===== config.mk =====
export PLATFORM = sky130hd
export DESIGN_NAME = fmma_front
export DESIGN_NICKNAME = d
export VERILOG_FILES = /design/src/sv/fmma_pkg.sv /design/src/sv/fmma_front.sv
export SDC_FILE = /design/constraint.sdc
export NUM_CORES = 1
export LEC_CHECK = 0
export ABC_AREA = 1
export BUFFER_PORTS_ARGS = -buffer_cell sky130_fd_sc_hd__buf_2
export CAP_MARGIN = 20
export CORE_MARGIN = 3
export CORE_UTILIZATION = 58
export DETAILED_ROUTE_END_ITERATION = 12
export GPL_TIMING_DRIVEN = 0
export PLACE_DENSITY_LB_ADDON = 0.08
export SYNTH_ARGS = -nofsm -noshare
export SYNTH_HDL_FRONTEND = slang
export SYNTH_SLANG_ARGS = --single-unit

===== constraint.sdc =====
create_clock -name clk_i -period 4.6 [get_ports clk_i]
set_input_delay 0 -clock clk_i [delete_from_list [all_inputs] [get_ports clk_i]]
set_output_delay 0 -clock clk_i [all_outputs]
set_load 0.02 [all_outputs]

===== src/sv/fmma_pkg.sv =====
package fmma_pkg;

  localparam int unsigned MaxDim = 32;
  localparam int unsigned IdxW = $clog2(MaxDim);
  localparam int unsigned AddrW = 2 * IdxW;
  localparam int unsigned SizeW = 6;
  localparam int unsigned DimW = $clog2(MaxDim + 1);
  localparam int unsigned QueueDepth = 4;
  localparam int unsigned QueuePtrW = $clog2(QueueDepth);
  localparam logic [31:0] QNaN = 32'h7FC0_0000;

  typedef enum logic [2:0] {
    CmdWriteA = 3'd0,
    CmdWriteB = 3'd1,
    CmdWriteC = 3'd2,
    CmdMac = 3'd3,
    CmdReadC = 3'd4,
    CmdNone = 3'd5
  } cmd_e;

  // Classified command handed from the front end to the back end.
  typedef struct packed {
    cmd_e cmd;
    logic oor;
    logic [AddrW-1:0] addr;
    logic [DimW-1:0] dim;
    logic [31:0] value;
  } cmd_t;

  typedef struct packed {
    logic sign;
    logic [7:0] exp;
    logic [22:0] man;
  } fp_t;

  function automatic logic [31:0] canon(input logic [31:0] x);
    logic [31:0] r;
    r = x;
    if (x[30:23] == 8'hFF && x[22:0] != 23'd0) r = QNaN;
    return r;
  endfunction

endpackage


===== src/sv/fmma_front.sv =====
module fmma_front (
  input  logic               clk_i,
  input  logic               rst_ni,
  input  logic               cfg_we_i,
  input  logic [5:0]         cfg_wdata_i,
  input  logic               in_valid_i,
  output logic               in_ready_o,
  input  logic [2:0]         in_op_i,
  input  logic [4:0]         in_row_i,
  input  logic [4:0]         in_col_i,
  input  logic [31:0]        in_value_i,
  output logic               q_valid_o,
  input  logic               q_ready_i,
  output fmma_pkg::cmd_t     q_cmd_o
);
  import fmma_pkg::*;

  logic [SizeW-1:0] size_q;
  logic [DimW-1:0] dim;
  cmd_t entry;
  cmd_t fifo_q [QueueDepth];
  logic [QueuePtrW-1:0] wr_q, rd_q;
  logic [QueuePtrW:0] cnt_q;
  logic push, pop;

  always_ff @(posedge clk_i or negedge rst_ni) begin
    if (!rst_ni) begin
      size_q <= SizeW'(MaxDim);
    end else if (cfg_we_i) begin
      size_q <= cfg_wdata_i;
    end
  end

  always_comb begin
    if (32'(size_q) > MaxDim) dim = DimW'(MaxDim);
    else dim = DimW'(size_q);
  end

  always_comb begin
    entry.addr = {in_row_i[IdxW-1:0], in_col_i[IdxW-1:0]};
    entry.dim = dim;
    entry.value = in_value_i;
    entry.oor = 1'b0;
    case (in_op_i)
      3'd0: entry.cmd = CmdWriteA;
      3'd1: entry.cmd = CmdWriteB;
      3'd2: entry.cmd = CmdWriteC;
      3'd3: entry.cmd = CmdMac;
      3'd4: entry.cmd = CmdReadC;
      default: entry.cmd = CmdNone;
    endcase
    if (entry.cmd != CmdMac && entry.cmd != CmdNone &&
        (DimW'(in_row_i) >= dim || DimW'(in_col_i) >= dim)) begin
      entry.oor = 1'b1;
    end
  end

  assign in_ready_o = (cnt_q != (QueuePtrW+1)'(QueueDepth));
  assign push = in_valid_i && in_ready_o;
  assign q_valid_o = (cnt_q != '0);
  assign pop = q_valid_o && q_ready_i;
  assign q_cmd_o = fifo_q[rd_q];

  always_ff @(posedge clk_i or negedge rst_ni) begin
    if (!rst_ni) begin
      wr_q <= '0;
      rd_q <= '0;
      cnt_q <= '0;
    end else begin
      if (push) wr_q <= wr_q + 1'b1;
      if (pop) rd_q <= rd_q + 1'b1;
      cnt_q <= cnt_q + (QueuePtrW+1)'(push) - (QueuePtrW+1)'(pop);
    end
  end

  always_ff @(posedge clk_i) begin
    if (push) fifo_q[wr_q] <= entry;
  end

  assert property (@(posedge clk_i) disable iff (!rst_ni)
    cnt_q <= (QueuePtrW+1)'(QueueDepth)) else $error("queue overfull");
  assert property (@(posedge clk_i) disable iff (!rst_ni)
    push && !pop |=> cnt_q == $past(cnt_q) + 1'b1) else $error("count slip");
  assert property (@(posedge clk_i) disable iff (!rst_ni)
    dim <= DimW'(MaxDim)) else $error("size not clamped");
endmodule


## Word level (Yosys, flattened, before mapping)

Memories as Yosys holds them, arrays and structs flattened.
Cells that the tools add are included.

- Register bits after elaboration: 13
- Latch bits: 0
- Memory bits (writable): 208
- Memory bits (read-only): 0
- Bits of input ports: 56
- Output and inout port bits: 54
- Word-level logic and storage cells: 31
- Memories kept: 1

- $add $sub $neg: 4
- Multiply operators: 0
- Divide/modulo/power cells: 0
- Magnitude comparators: 3
- Eq/ne operators: 7
- Shifts and indexed selects: 0
- Muxes and demuxes: 5
- Bitwise logic cells: 0
- Reductions and logical operators: 7

Memories:

| name | depth | bits a word | read ports | clocked after memory_dff | wr ports | line | text |
|---|---|---|---|---|---|---|---|
| fifo_q | 4 | 52 | 1 | 0 | 1 | fmma_front.sv:21 | `cmd_t fifo_q [QueueDepth];` |

Operator list:

| operator | number |
|---|---|
| $pmux W3 S5 | 1 |
| $ge A5 B6 Y1 | 2 |
| $eq A3 B2 Y1 const B | 2 |
| $gt A6 B6 Y1 const B | 1 |
| $mux W6 | 1 |
| $ne A3 B3 Y1 const B | 2 |
| $add A2 B1 Y2 const B | 2 |
| $logic_and A1 B1 Y1 | 4 |
| $add A3 B1 Y3 | 1 |
| $eq A3 B1 Y1 const B | 1 |
| $eq A3 B3 Y1 const B | 1 |
| $logic_not A3 Y1 | 1 |
| $mux W1 | 3 |
| $ne A3 B2 Y1 const B | 1 |
| $reduce_bool A3 Y1 | 1 |
| $sub A3 B1 Y3 | 1 |
| $logic_or A1 B1 Y1 | 1 |

## Logic depth before layout (Yosys ltp)

- Depth after elaboration: 6
- Gate-level depth with buffers: 12
- Mapped depth without buffers: 12

## Worst setup path after synthesis

Ideal clock, no wire load.

- Kind: register to register
- From: register cnt_q[1]
- To: memory fifo_q[0][0] (netlist name) (enable)
- Library setup time: 462 ps
- Arrival time: 3,003 ps
- Required time: 4,138 ps
- Setup slack: 1,135 ps
- Stages on the path, launching flop included: 5
- Path buffers: 0
- Period minus slack after synthesis: 3,465 ps
- Cell sequence: dfrtp_1 > nor2_1 > nand2_1 > nand2_2 > nor2_1

- Word-level cells in the longest chain between the ends: 4

RTL lines:

| what | line | text |
|---|---|---|
| start: declaration | fmma_front.sv:23 | `logic [QueuePtrW:0] cnt_q;` |
| start signal: assignment | fmma_front.sv:72 | `cnt_q <= cnt_q + (QueuePtrW+1)'(push) - (QueuePtrW+1)'(pop);` |
| $ne A3 B3 Y1 | fmma_front.sv:58 | `assign in_ready_o = (cnt_q != (QueuePtrW+1)'(QueueDepth));` |
| net in_ready_o | fmma_front.sv:7 | `output logic in_ready_o,` |
| $logic_and A1 B1 Y1 | fmma_front.sv:59 | `assign push = in_valid_i && in_ready_o;` |
| $mux W1 | fmma_front.sv:77 | `if (push) fifo_q[wr_q] <= entry;` |
| $mux W1 (implied by the code) | fmma_front.sv:77 |  |
| end: declaration | fmma_front.sv:21 |  |

The timed path passes the listed nets, and every way through them passes these cells.

==> results.toml <==
[synth]
synth_mux_area_share_pct = 0.240
synth-simple-area-share_pct = 10.3
ys_ff_latch = 221
syn_area_per_cell_um2 = 14.9
ys_seq_area_share_pct = 70.0
synth.distinct_cells = 26
synth_top_family_by_area = "compound AO/OA/AOI/OAI gates"
yosys_warnings = 0
synth-compound-area-share_pct = 12.9
synthCells = 632
syn-num-nets = 705
synth_xor_area_share_pct = 0.373
synthAdderAreaFrac_pct = 2.34
syn-cell-area_mm2 = 0.00939

[sta]
fmax_mhz = 417
slew_headroom_pct = 38.7
slew_violations = 0
period_minus_slack_ps = 2400
setup_slack_ps = 2200
finalHoldViolCount = 0
post-route-period-util_pct = 52.2
setup_viol_count_final = 0
whs_ps = 268
finClkSkew_ps = 9.48
tns_ps = 0
worst_slew_pin_slew_ps = 917
rsz0062_at_grt = "no"

[critical_path]
worst_path_max_delay_cell = "a21oi_1"
crit_family = "simple AND/OR/NAND/NOR gates"
r2r_start = "size_q[2]"
max_stage_delay_ps = 470
critPathRequiredTime_ps = 4830
arrival_ps = 2630
cp-end-kind = "flip-flop"
critPathMostFrequentCell = "nand2_1"
cp-startpoint = "size_q[2]"
critical_path_class = "reg2reg"
path_cells = "nor3_1, nand3_1, a21oi_1, ha_1, inv_1, nand2_1, nand2_1, nand2_1, nand2_1, nand2_1, nor2_1, nor2_1"
cp.depth = 12
reg2regPathDepth = 12
path_buf_inv = 1
worstPathMaxFanout = 6
cp-start-kind = "flip-flop"

[clock_tree]
htree_levels = 1
clockBufferDepth = 3
cts_resized = 0
cts_made_buffers = 23
cts_setup_buffers = 0
cts_tree = "yes"
clkSlewWorstSetupHoldPaths_ps = 60
cts_root_buffer = "clkbuf_16"
clock_latency_ps = 490
numClockSinks = 221

[detailed_routing]
num_vias = 5841
drtPass1Iterations = 5
routed_via_density = 5.49
post-route-drc-count = 0
ant_nets = 0
drt-initial-drc-count = 406
wl_per_cell_um = 19.0
finalWirelength_um = 20200

[power]
powerDensity_mw_per_mm2 = 666
peakVddDrop_mv = 0.422
p_leak_nw = 4.28
fin_total_pwr_mw = 7.80

[layout]
syn_to_final_growth_pct = 24.8
antenna_cells = 0
fin_util_pct = 75.4
final_cells = 1063
final_area_mm2 = 0.0117
drive_gt1_share_pct = 31.9
final_nets = 910

[floorplanning]
core-area_mm2 = 0.0155
num_io_pins = 110
dieHeight_um = 133
die-area_mm2 = 0.0178
die_w_um = 133
row_count = 45
initial_core_util_pct = 60.5

[worst_hold_path]
hold_class = "in2reg"
whs_path_depth = 2
holdCritStartpoint = "in_value_i[15]"

[placed_design]
gp_congestion = 0.785
place_ws_ps = 2220
dp_cells = 956
hpwl_um = 12100
dpl-instance-area_mm2 = 0.0103
io_buffers = 108

[run]
drv_cap = 0

[run_status]
status = "complete, no violations"

[global_routing]
grt_pass1_vias = 6059
antenna_found_initial = 0
grt_usage_pct = 22.8
gr-total-overflow = 0
grt_pass1_wl_um = 31900
grt_start_max_net_pins = 28
-- power breakdown --
group / total [mW] / internal [mW] / switching [mW]
combinational: 3.26 / 1.12 / 2.15
clock: 1.74 / 1.05 / 0.690
sequential: 2.80 / 2.66 / 0.146
total: 7.80 / 4.82 / 2.98
-- registers in the layout, indices dropped and copies added (netlist names) --
name	cells
size_q	6
rd_q	2
fifo_q	208
cnt_q	3
wr_q	2
-- synth_stat cells --
| cell | instances | area [um2] |
|---|---|---|
| buf_12 | 6 | 120 |
| mux2_2 | 2 | 22.5 |
| o21ai_1 | 3 | 15.0 |
| o22ai_1 | 2 | 12.5 |
| fa_1 | 1 | 20.0 |
| buf_4 | 2 | 15.0 |
| a21oi_1 | 2 | 10.0 |
| o21ai_0 | 109 | 546 |
| nand3_1 | 3 | 15.0 |
| dfstp_2 | 1 | 26.3 |
| ha_1 | 16 | 200 |
| nor2_2 | 1 | 6.26 |
| edfxtp_1 | 208 | 6250 |
| xor2_1 | 2 | 17.5 |
| inv_2 | 6 | 22.5 |
| o22ai_2 | 50 | 626 |
| nor2_4 | 50 | 563 |
| nor3_1 | 2 | 10.0 |
| buf_2 | 8 | 40.0 |
| nor2_1 | 69 | 259 |
| nand2_2 | 1 | 6.26 |
| nand2_1 | 28 | 105 |
| inv_1 | 26 | 97.6 |
| xnor2_1 | 2 | 17.5 |
| dfrtp_1 | 12 | 300 |
| clkbuf_1 | 20 | 75.1 |
-- area by class of cell --
type                            count  area [um2]
Timing Repair Buffer              180        1330
Fill cell                         957        3820
Multi-Input combinational cell    343        2480
Inverter                           32         120
Buffer                             36         250
Clock buffer                       33         623
Clock inverter                      7        82.6
Tap cell                          211         264
Sequential cell                   221        6570
-- what timing repair did --
item,in CTS,in global routing
hold endpoints to repair,202,0
hold buffers,67,0
endpoints found under the setup margin,0,0
-- kinds of logic after synthesis --
family                     Yosys count
AOI/OAI and AO/OA                  166
xor gates and xnor gates             4
adders and majority gates           17
buffers and inverters               68
DFF                                221
muxes                                2
and+or+nand+nor                    154
-- worst reg2reg max path: stages (launching register included) --
cell,delay (ps)
dfrtp_1,400
nor3_1,210
nand3_1,130
a21oi_1,470
ha_1,340
inv_1,60
nand2_1,40
nand2_1,50
nand2_1,70
nand2_1,60
nand2_1,40
nor2_1,140
nor2_1,110
-- routing by layer --
layer | routed length (um) | vias up | GRT usage [%] | part of all wire (%)
met1 | 8310 | 2867 | 29.6 | 41
met3 | 963 | 32 | 2.83 | 4.8
met4 | 435 | 0 | 6.34 | 2.2
li1 | - | 2728 | - | -
met5 | 0 | - | 0 | 0
met2 | 10500 | 214 | 40.8 | 52
-- path summary, 6_finish.rpt --
path                       slack (ps)            end
max in group asynchronous        3040      size_q[4]
hold reg to reg                   530       cnt_q[0]
setup / recovery                 2200  fifo_q[2][48]
min in group asynchronous         570      size_q[5]
hold / removal                    270  fifo_q[2][15]
setup reg to reg                 2200  fifo_q[2][48]
-- cell usage in the layout, fill, tap and decap left out, types with 3 or more instances in the layout --
master and instances:
clkbuf_16 23, nor2_4 54, nand2_1 28, ha_1 16
buf_12 9, dfrtp_1 12, clkinv_1 3, clkbuf_1 29
inv_1 26, o21ai_1 3, nand3_1 3, inv_2 6
buf_2 116, nor2_1 65, dlygate4sd3_1 67, edfxtp_1 208
o22ai_2 50, o21ai_0 109
Note: power is estimated with default switching activity, not from simulation.
